==> src/hdl/jsu_pkg.sv <==
package jsu_pkg;

  localparam int WORD_BITS = 32;
  localparam int IN_BITS   = 32;
  localparam int CNT_BITS  = (WORD_BITS > 1) ? $clog2(WORD_BITS) : 1;

  localparam logic [2:0] MOD8_NEG_A = 3'd3;
  localparam logic [2:0] MOD8_NEG_B = 3'd5;
  localparam logic [1:0] MOD4_THREE = 2'd3;

  localparam logic [1:0] SYM_ZERO = 2'b00;
  localparam logic [1:0] SYM_POS  = 2'b01;
  localparam logic [1:0] SYM_NEG  = 2'b11;

  localparam logic STAT_OK      = 1'b0;
  localparam logic STAT_INVALID = 1'b1;

  typedef enum logic [2:0] {
    S_IDLE,
    S_MOD,
    S_TEST,
    S_STRIP,
    S_REC,
    S_DONE
  } state_t;

  typedef enum logic [1:0] {
    RES_SIGN,
    RES_ZERO,
    RES_INVALID
  } res_kind_t;

  typedef struct packed {
    logic      load;
    logic      mod_step;
    logic      strip;
    logic      rec;
    logic      res_load;
    res_kind_t res_kind;
    logic      out_load;
  } dp_cmd_t;

  typedef struct packed {
    logic invalid;
    logic mod_last;
    logic a_zero;
    logic a_even;
    logic a_next_odd;
    logic a_one;
  } dp_status_t;

  function automatic logic [WORD_BITS-1:0] fit_word(input logic [IN_BITS-1:0] x);
    logic [IN_BITS+WORD_BITS-1:0] wide;
    wide = {{WORD_BITS{1'b0}}, x};
    return wide[WORD_BITS-1:0];
  endfunction

endpackage

==> src/hdl/jsu_datapath.sv <==
module jsu_datapath (
  input  logic                         clk,
  input  jsu_pkg::dp_cmd_t             cmd,
  input  logic [jsu_pkg::IN_BITS-1:0]  numerator_value,
  input  logic [jsu_pkg::IN_BITS-1:0]  modulus_value,
  output jsu_pkg::dp_status_t          stat,
  output logic signed [1:0]            symbol,
  output logic                         status
);

  localparam int W = jsu_pkg::WORD_BITS;

  logic [W-1:0]                 a;
  logic [W-1:0]                 m;
  logic [W-1:0]                 rem;
  logic [jsu_pkg::CNT_BITS-1:0] cnt;
  logic                         neg;
  logic [1:0]                   res_symbol;
  logic                         res_status;

  logic [W-1:0] in_a;
  logic [W-1:0] in_m;
  logic [W:0]   trial;
  logic [W:0]   m_ext;
  logic [W:0]   diff;
  logic [W-1:0] rem_next;
  logic         m8_neg;
  logic         recip_neg;

  assign in_a  = jsu_pkg::fit_word(numerator_value);
  assign in_m  = jsu_pkg::fit_word(modulus_value);
  assign trial = {rem, a[W-1]};
  assign m_ext = {1'b0, m};
  assign diff  = trial - m_ext;
  assign rem_next = (trial >= m_ext) ? diff[W-1:0] : trial[W-1:0];

  assign m8_neg    = (m[2:0] == jsu_pkg::MOD8_NEG_A) || (m[2:0] == jsu_pkg::MOD8_NEG_B);
  assign recip_neg = (a[1:0] == jsu_pkg::MOD4_THREE) && (m[1:0] == jsu_pkg::MOD4_THREE);

  assign stat.invalid    = (in_m < W'(3)) || !in_m[0];
  assign stat.mod_last   = (cnt == jsu_pkg::CNT_BITS'(W - 1));
  assign stat.a_zero     = (a == '0);
  assign stat.a_even     = !a[0];
  assign stat.a_next_odd = a[1];
  assign stat.a_one      = (a == W'(1));

  always_ff @(posedge clk) begin
    if (cmd.load) begin
      a   <= in_a;
      m   <= in_m;
      rem <= '0;
      cnt <= '0;
      neg <= 1'b0;
    end else if (cmd.mod_step) begin
      if (stat.mod_last) begin
        a   <= rem_next;
        rem <= '0;
        cnt <= '0;
      end else begin
        a   <= {a[W-2:0], 1'b0};
        rem <= rem_next;
        cnt <= cnt + 1'b1;
      end
    end else if (cmd.strip) begin
      a <= {1'b0, a[W-1:1]};
      if (m8_neg) begin
        neg <= !neg;
      end
    end else if (cmd.rec) begin
      a <= m;
      m <= a;
      if (recip_neg) begin
        neg <= !neg;
      end
    end
    if (cmd.res_load) begin
      unique case (cmd.res_kind)
        jsu_pkg::RES_SIGN: begin
          res_symbol <= neg ? jsu_pkg::SYM_NEG : jsu_pkg::SYM_POS;
          res_status <= jsu_pkg::STAT_OK;
        end
        jsu_pkg::RES_ZERO: begin
          res_symbol <= jsu_pkg::SYM_ZERO;
          res_status <= jsu_pkg::STAT_OK;
        end
        default: begin
          res_symbol <= jsu_pkg::SYM_ZERO;
          res_status <= jsu_pkg::STAT_INVALID;
        end
      endcase
    end
    if (cmd.out_load) begin
      symbol <= res_symbol;
      status <= res_status;
    end
  end

endmodule

==> src/hdl/jsu_ctrl.sv <==
module jsu_ctrl (
  input  logic                clk,
  input  logic                rst,
  input  logic                in_valid,
  output logic                in_stall,
  output logic                out_valid,
  input  logic                out_stall,
  input  jsu_pkg::dp_status_t stat,
  output jsu_pkg::dp_cmd_t    cmd
);

  jsu_pkg::state_t state;
  jsu_pkg::state_t state_next;
  logic            out_free;

  assign out_free = !out_valid || !out_stall;
  assign in_stall = (state != jsu_pkg::S_IDLE);

  always_comb begin
    state_next = state;
    unique case (state)
      jsu_pkg::S_IDLE: begin
        if (in_valid) begin
          state_next = stat.invalid ? jsu_pkg::S_DONE : jsu_pkg::S_MOD;
        end
      end
      jsu_pkg::S_MOD: begin
        if (stat.mod_last) begin
          state_next = jsu_pkg::S_TEST;
        end
      end
      jsu_pkg::S_TEST: begin
        priority if (stat.a_zero) begin
          state_next = jsu_pkg::S_DONE;
        end else if (stat.a_even) begin
          state_next = jsu_pkg::S_STRIP;
        end else begin
          state_next = jsu_pkg::S_REC;
        end
      end
      jsu_pkg::S_STRIP: begin
        if (stat.a_next_odd) begin
          state_next = jsu_pkg::S_REC;
        end
      end
      jsu_pkg::S_REC: begin
        state_next = stat.a_one ? jsu_pkg::S_DONE : jsu_pkg::S_MOD;
      end
      jsu_pkg::S_DONE: begin
        if (out_free) begin
          state_next = jsu_pkg::S_IDLE;
        end
      end
      default: state_next = jsu_pkg::S_IDLE;
    endcase
  end

  always_comb begin
    cmd          = '0;
    cmd.res_kind = jsu_pkg::RES_SIGN;
    unique case (state)
      jsu_pkg::S_IDLE: begin
        cmd.load = in_valid;
        if (in_valid && stat.invalid) begin
          cmd.res_load = 1'b1;
          cmd.res_kind = jsu_pkg::RES_INVALID;
        end
      end
      jsu_pkg::S_MOD: cmd.mod_step = 1'b1;
      jsu_pkg::S_TEST: begin
        if (stat.a_zero) begin
          cmd.res_load = 1'b1;
          cmd.res_kind = jsu_pkg::RES_ZERO;
        end
      end
      jsu_pkg::S_STRIP: cmd.strip = 1'b1;
      jsu_pkg::S_REC: begin
        if (stat.a_one) begin
          cmd.res_load = 1'b1;
          cmd.res_kind = jsu_pkg::RES_SIGN;
        end else begin
          cmd.rec = 1'b1;
        end
      end
      jsu_pkg::S_DONE: cmd.out_load = out_free;
      default: cmd = '0;
    endcase
  end

  always_ff @(posedge clk) begin
    if (rst) begin
      state     <= jsu_pkg::S_IDLE;
      out_valid <= 1'b0;
    end else begin
      state     <= state_next;
      out_valid <= cmd.out_load || (out_valid && out_stall);
    end
  end

endmodule

==> src/hdl/jacobi_symbol_unit_top.sv <==
// Jacobi symbol (a/m) of an unsigned 32-bit a and an odd modulus m >= 3, returned as
// -1/0/+1 in two's complement; an even modulus or one below 3 gives status 1 and symbol 0.
// One transaction at a time. Each reduction round does the bit-serial a mod m over
// WORD_BITS steps, then a test, a strip step for each factor of two and a reciprocity step,
// except that a round whose remainder is zero (common factor) ends after its test;
// the accept step comes before the rounds and the output step after them. The round
// count is that of the Euclid-like reduction. An invalid modulus skips the rounds and
// goes from the accept step straight to the output step. The unit waits in its output step
// while the previous result is still stalled. A new transaction is taken once the result has moved
// to the output register, even if that result is still stalled.
module jacobi_symbol_unit_top (
  input  logic                        clk,
  input  logic                        rst,
  input  logic                        in_valid,
  output logic                        in_stall,
  input  logic [jsu_pkg::IN_BITS-1:0] numerator_value,
  input  logic [jsu_pkg::IN_BITS-1:0] modulus_value,
  output logic                        out_valid,
  input  logic                        out_stall,
  output logic signed [1:0]           symbol,
  output logic                        status
);

  jsu_pkg::dp_cmd_t    cmd;
  jsu_pkg::dp_status_t stat;

  jsu_ctrl u_ctrl (
    .clk       (clk),
    .rst       (rst),
    .in_valid  (in_valid),
    .in_stall  (in_stall),
    .out_valid (out_valid),
    .out_stall (out_stall),
    .stat      (stat),
    .cmd       (cmd)
  );

  jsu_datapath u_dp (
    .clk             (clk),
    .cmd             (cmd),
    .numerator_value (numerator_value),
    .modulus_value   (modulus_value),
    .stat            (stat),
    .symbol          (symbol),
    .status          (status)
  );

  a_busy_after_accept: assert property (@(posedge clk) disable iff (rst)
    (in_valid && !in_stall) |=> in_stall)
    else $error("unit not busy after accepting a transaction");

  a_invalid_zero: assert property (@(posedge clk) disable iff (rst)
    (out_valid && status) |-> (symbol == jsu_pkg::SYM_ZERO))
    else $error("invalid modulus with nonzero symbol");

  a_symbol_code: assert property (@(posedge clk) disable iff (rst)
    out_valid |-> (symbol != 2'b10))
    else $error("illegal symbol code");

  a_out_only_when_idle_next: assert property (@(posedge clk) disable iff (rst)
    (out_valid && !$past(out_valid) && !$past(rst)) |-> !in_stall)
    else $error("result presented while unit still busy");

endmodule
==> config.mk <==
export PLATFORM = sky130hd
export DESIGN_NAME = jacobi_symbol_unit_top
export DESIGN_NICKNAME = d
export VERILOG_FILES = /design/src/hdl/jsu_pkg.sv /design/src/hdl/jsu_datapath.sv /design/src/hdl/jsu_ctrl.sv /design/src/hdl/jacobi_symbol_unit_top.sv
export SDC_FILE = /design/constraint.sdc
export NUM_CORES = 1
export LEC_CHECK = 0
export BUFFER_PORTS_ARGS = -buffer_cell sky130_fd_sc_hd__buf_2
export CAP_MARGIN = 5
export CORE_AREA = 2 2 116 118
export DETAILED_ROUTE_END_ITERATION = 10
export DIE_AREA = 0 0 118 120
export HOLD_SLACK_MARGIN = 0.15
export PLACE_DENSITY = 0.8
export SYNTH_ARGS = -nofsm -noshare
export SYNTH_HDL_FRONTEND = slang
export SYNTH_SLANG_ARGS = --single-unit
==> constraint.sdc <==
create_clock -name clk -period 4.3 [get_ports clk]
set_input_delay 0.86 -clock clk [delete_from_list [all_inputs] [get_ports clk]]
set_output_delay 0.86 -clock clk [all_outputs]
set_load 0.02 [all_outputs]
; ---- Word-level counts from Yosys, hierarchy flattened
; Index checks and enable logic that the tools add are counted.
[op_classes]
add_sub_neg = 2
magnitude_cmp = 2
eq_ne = 19
n_mux = 37
bitwise_logic = 1
reduce_logical = 23
[ops]
columns = cell, n
row1 = two-way mux 32 bit, 11
row2 = >= comparator 33 x 32 -> 1 bit, 1
row3 = two-way mux 3 bit, 11
row4 = "equality test 32 x 1 -> 1 bit, second input constant", 1
row5 = logical NOT 32 bit, 1
row6 = "< comparator 32 x 2 -> 1 bit, second input constant", 1
row7 = subtractor 32 bit, 1
row8 = case mux 3 bit (6 select lines), 1
row9 = two-way mux 1 bit, 11
row10 = "!= test 2 x 1 -> 1 bit, second input constant", 5
row11 = "equality test 3 x 2 -> 1 bit, second input constant", 3
row12 = "equality test 3 bit, second input constant", 3
row13 = case mux 3 bit (3 select lines), 1
row14 = AND reduction 4 bit, 2
row15 = nonzero test 2 bit, 3
row16 = "adder 5 x 1 -> 5 bit, second input constant", 1
row17 = "equality test 5 bit, second input constant", 1
row18 = two-way mux 5 bit, 1
row19 = "equality test 2 bit, second input constant", 2
row20 = logical NOT 1 bit, 4
row21 = logical OR 1 bit, 4
row22 = "!= test 2 bit, second input constant", 2
row23 = nonzero test 4 bit, 1
row24 = "equality test 3 x 1 -> 1 bit, second input constant", 1
row25 = 9 further kinds, 11
[word_totals]
regBits = 112
inputBits = 68
wordCells = 95

; ---- Logic depth before layout (Yosys ltp)
[logic_depth]
depth_word = 8
mapped_depth = 14

; ---- Hierarchy
; A second synthesis with hierarchy kept.
[unflattened]
cells_unflattened = 816
area_unflattened_um2 = 7554.7
[modules_own_cells]
columns = module, n_inst, cells_per_inst, area_per_inst_um2, seq_area_each_um2
row1 = jsu_datapath, 1, 775, 7201.9, 2862.7
row2 = jsu_ctrl, 1, 41, 352.8, 80.1

; ---- Worst setup path before layout
; No wires, ideal clock.
[synth_timing]
path_type = reg2reg
startpoint = register u_dp.a[31]
endpoint = register u_dp.a[22], data pin
setup_time_ns = 0.256
t_arrival_ns = 2.805
path_slack_ns = 1.239
stages_incl_launch_ff = 14
synth_period_minus_slack_ns = 3.061
cell_sequence = edfxtp_1 -> inv_1 -> ha_1 -> inv_1 -> fa_1 -> a211oi_1 -> o21ai_0 -> nand4_1 -> o211ai_1 -> a21boi_0 -> o21bai_1 -> xnor2_1 -> mux2_2 -> a31o_2
[synth_between]
elab_chain_len = 5
word_cells_on_any_way = 6
[synth_lines]
columns = item, line_no
row1 = start: declaration, jsu_datapath.sv:13  ; logic [W-1:0] a;
row2 = start signal: assignment, jsu_datapath.sv:49  ; a <= in_a;
row3 = start signal: assignment, jsu_datapath.sv:56  ; a <= rem_next;
row4 = start signal: assignment, jsu_datapath.sv:60  ; a <= {a[W-2:0], 1'b0};
row5 = subtractor 32 bit or >= comparator 33 x 32 -> 1 bit (tied branches), "jsu_datapath.sv:34, jsu_datapath.sv:35"
row6 = two-way mux 32 bit *, jsu_datapath.sv:35  ; assign rem_next = (trial >= m_ext) ? diff[W-1:0] : trial[W-1:0];
row7 = two-way mux 32 bit *, jsu_datapath.sv:55  ; if (stat.mod_last) begin
row8 = two-way mux 32 bit *, jsu_datapath.sv:54  ; end else if (cmd.mod_step) begin
row9 = two-way mux 32 bit *, jsu_datapath.sv:48  ; if (cmd.load) begin
; Mark *: on every way between the ends. The rest lies on a longest branch, timed or not.
; A chain may end at the register's enable or synchronous reset.

; ---- Worst setup path after layout
[layout_timing]
startpoint = register u_dp.m[1]
endpoint = register u_dp.a[4], data pin
[layout_between]
elab_chain_len = 5
word_cells_on_any_way = 6
[layout_lines]
columns = item, line_no
row1 = start: declaration, jsu_datapath.sv:14  ; logic [W-1:0] m;
row2 = start signal: assignment, jsu_datapath.sv:50  ; m <= in_m;
row3 = subtractor 32 bit or >= comparator 33 x 32 -> 1 bit (tied branches), "jsu_datapath.sv:34, jsu_datapath.sv:35"
row4 = two-way mux 32 bit *, jsu_datapath.sv:35
row5 = two-way mux 32 bit *, jsu_datapath.sv:55
row6 = two-way mux 32 bit *, jsu_datapath.sv:54
row7 = two-way mux 32 bit *, jsu_datapath.sv:48
; Marked as above.

==> qor.yml <==
ant_nets: 0
grt-ovfl-total: 0
vias_per_cell: 6.44
hold_buffers: 0
ios: 73
switching_share_pct: 47.2
peakVddDrop_v: 0.000516
required_ns: 4.41
cp_top_family: "compound AO/OA/AOI/OAI gates"
reg2reg_depth: 12
post_cts_resize_count: 0
drv_cap: 0
p_per_area_nw_per_um2: 735
io_buffers: 72
grt_pass1_vias: 7194
r2r-start: "u_dp.m[1]$_DFFE_PP_"
rsz0062_at_grt: "no"
grt_max_degree: 59
crit_slowest_cell: "a2111o_1"
p_comb_share_pct: 54.1
skew_ns: 0.00507
root_buffer: "clkbuf_16"
fin_nets: 1089
synth-simple-area-share_pct: 18.8
vias: 7519
yosysSeqAreaShare_pct: 38.6
min_to: "u_dp.symbol[0]$_DFFE_PP_"
grt_pass1_wl_um: 38100
path_cells: "inv_1, ha_1, nor2b_2, o2111ai_1, a211oi_2, nor3_1, a21o_1, a2111o_1, and2_1, buf_12, a211oi_1, o21ai_1"
die_w_um: 118
finalSetupViolCount: 0
post-route-drc-count: 0
muxShareOfSynthArea_pct: 1.59
register_area_um2: 2940
n_antenna_cell: 0
timing.setup.tns_ns: 0
gp_congestion: 0.986
routed_wirelength_um: 24300
synth.distinct_cells: 61
cp_max_fo: 22
synth_top_area_share_pct: 27.5
switchingPower_mw: 2.92
slowest_delay_ns: 0.48
yosys_register_bits: 112
tightest_slew_ns: 0.875
grt_antenna_before_repair: 0
clockPowerShare_pct: 13.2
reg2reg_setup_slack_ns: 0.55
rows: 42
synth_nets: 1049
p_leak_nw: 3.51
drive_gt1_share_pct: 12.0
p_int_mw: 3.26
fillers: 1169
drt-wirelength-per-cell_um: 20.8
syn_area_um2: 7630
synth_adder_area_share_pct: 5.84
core_area_um2: 13000
status: "complete, no violations"
drt_iter0_drc: 842
grt_usage_pct: 34.4
area.growth.synth_to_final_pct: 10.1
timing.final.ws_setup_ns: 0.549
start_util_pct: 58.8
fmax_mhz: 267
avgSynthCellArea_um2: 8.07
yosysWarnings: 0
cts_sinks: 112
syn_inst: 946
synth-xor-area-share_pct: 3.33
synthFlopType: "edfxtp_1"
clockBufferDepth: 2
dp_hpwl_um: 17000
numCtsBuffers: 9
yosysMostFrequentCell: "nand2_1"
cts_tree: "yes"
rr_endpoint: "u_dp.a[4]$_DFFE_PP_"
cts.clk_slew.worst_paths_ns: 0.08
first_pass_iters: 9
seqPwrFrac_pct: 32.7
hold_start: "u_dp.res_symbol[0]$_SDFFCE_PP0P_"
synth-compound-area-share_pct: 26.5
postCtsSetupRepairBufs: 0
final-max-slew-violation-count: 0
multiInputGateArea_um2: 4300
max_slew_margin_pct: 41.5
start_kind: "flip-flop"
async_reset_ff_share_pct: 0
yosysTopAreaCell: "edfxtp_1"
timing.final.crit_period_ns: 3.75
dpl_worst_slack_ns: 0.607
clk_latency_ns: 0.36
crit_path_end_kind: "flip-flop"
cp.arrival_ns: 3.86
hold_depth: 0
dieArea_um2: 14200
ctsHtreeMaxLevel: 3
hold_class: "flip-flop to flip-flop"
synthTopCellsByArea: "edfxtp_1 (28%), dfxtp_1 (11%), nand2_1 (8.9%)"
synth_edf_count: 70
hold_violations: 0
crit_type: "flip-flop to flip-flop"
synth_top_family_by_area: "compound AO/OA/AOI/OAI gates"
fin_crit_sh_pct: 87.2
die_h_um: 120
cp.buffers_inverters: 2
synth_common_cells: "nand2_1 (182), a21oi_1 (112), edfxtp_1 (70), o21ai_0 (69), clkbuf_1 (49)"
==> routing by layer <==
layer	vias to the layer above	part of all wire [%]	GRT usage, %
met4	0	3.9	16.5
met2	486	47	55.2
met1	3443	40	44.2
li1	3527	-	-
met5	-	0	0
met3	63	10	7.70
==> power groups by stage <==
stage                     Combinational, mW  Sequential [mW]  Clock (mW)
final                                  3.34             2.02       0.816
after floorplan                        2.51             1.87           0
after global placement                 3.19             2.01           0
after global routing                   3.66             2.06       0.851
after CTS                              3.27             1.99       0.814
after detailed placement               3.24             2.01           0
==> worst max-delay path by stage <==
| stage | from | to | depth (start not counted) |
|---|---|---|---|
| after floorplan | u_dp.a[31]$_DFFE_PP_ | u_dp.a[22]$_DFFE_PP_ | 13 |
| after global placement | u_dp.m[1]$_DFFE_PP_ | u_dp.a[4]$_DFFE_PP_ | 12 |
| after detailed placement | u_dp.m[1]$_DFFE_PP_ | u_dp.a[4]$_DFFE_PP_ | 12 |
| after CTS | u_dp.m[1]$_DFFE_PP_ | u_dp.a[4]$_DFFE_PP_ | 12 |
| after global routing | u_dp.m[1]$_DFFE_PP_ | u_dp.a[6]$_DFFE_PP_ | 12 |
| final | u_dp.m[1]$_DFFE_PP_ | u_dp.a[4]$_DFFE_PP_ | 12 |
==> stage by stage <==
stage / power, mW / hold WS (ns) / cells / instance area (um^2) / utilization (%)
global placement: 5.21 / 0.403 / 1151 / 8140 / 62.7
finish: 6.18 / 0.424 / 1167 / 8410 / 64.8
CTS: 6.08 / 0.418 / 1167 / 8410 / 64.8
detailed placement: 5.26 / 0.405 / 1151 / 8140 / 62.7
floorplan: 4.38 / 0.400 / 946 / 7630 / -
global route: 6.57 / 0.425 / 1167 / 8410 / 64.8
==> placed cells by master (no fill, tap or decap), types with 28 or more instances in the layout <==
master | netlist | layout
dfxtp_1 | 42 | 42
buf_2 | 6 | 72
nand3_1 | 46 | 46
edfxtp_1 | 70 | 70
inv_1 | 43 | 43
a21oi_1 | 112 | 112
nor2_1 | 31 | 28
ha_1 | 34 | 34
nand2_1 | 182 | 182
o21ai_0 | 69 | 69
==> registers in the layout (all words and copies together) (netlist names) <==
name              flops
u_dp.a               32
u_ctrl.state          3
u_dp.rem             32
u_dp.symbol           2
u_dp.neg              1
u_dp.res_status       1
u_dp.status           1
u_dp.m               32
u_dp.cnt              5
u_dp.res_symbol       2
u_ctrl.out_valid      1
==> cell families (layout without fill, tap and decap cells) <==
logic type / after synthesis / in the layout
AND/OR/NAND/NOR: 325 / 325
adder cells (fa/ha/maj): 35 / 35
buffers and inverters: 104 / 149
XOR/XNOR: 29 / 29
flip-flops: 112 / 112
multiplexers: 12 / 12
AO/OA/AOI/OAI: 329 / 329
==> layout make-up <==
class / count / area share, %
multi-input cells: 730 / 51.1
flip-flops and latches: 112 / 35.0
repair buffers: 89 / 6.10
clock buffers: 9 / 2.68
well taps: 176 / 2.62
inverters: 44 / 1.96
clock inverters: 7 / 0.536
(Power assumes the default switching activity.)
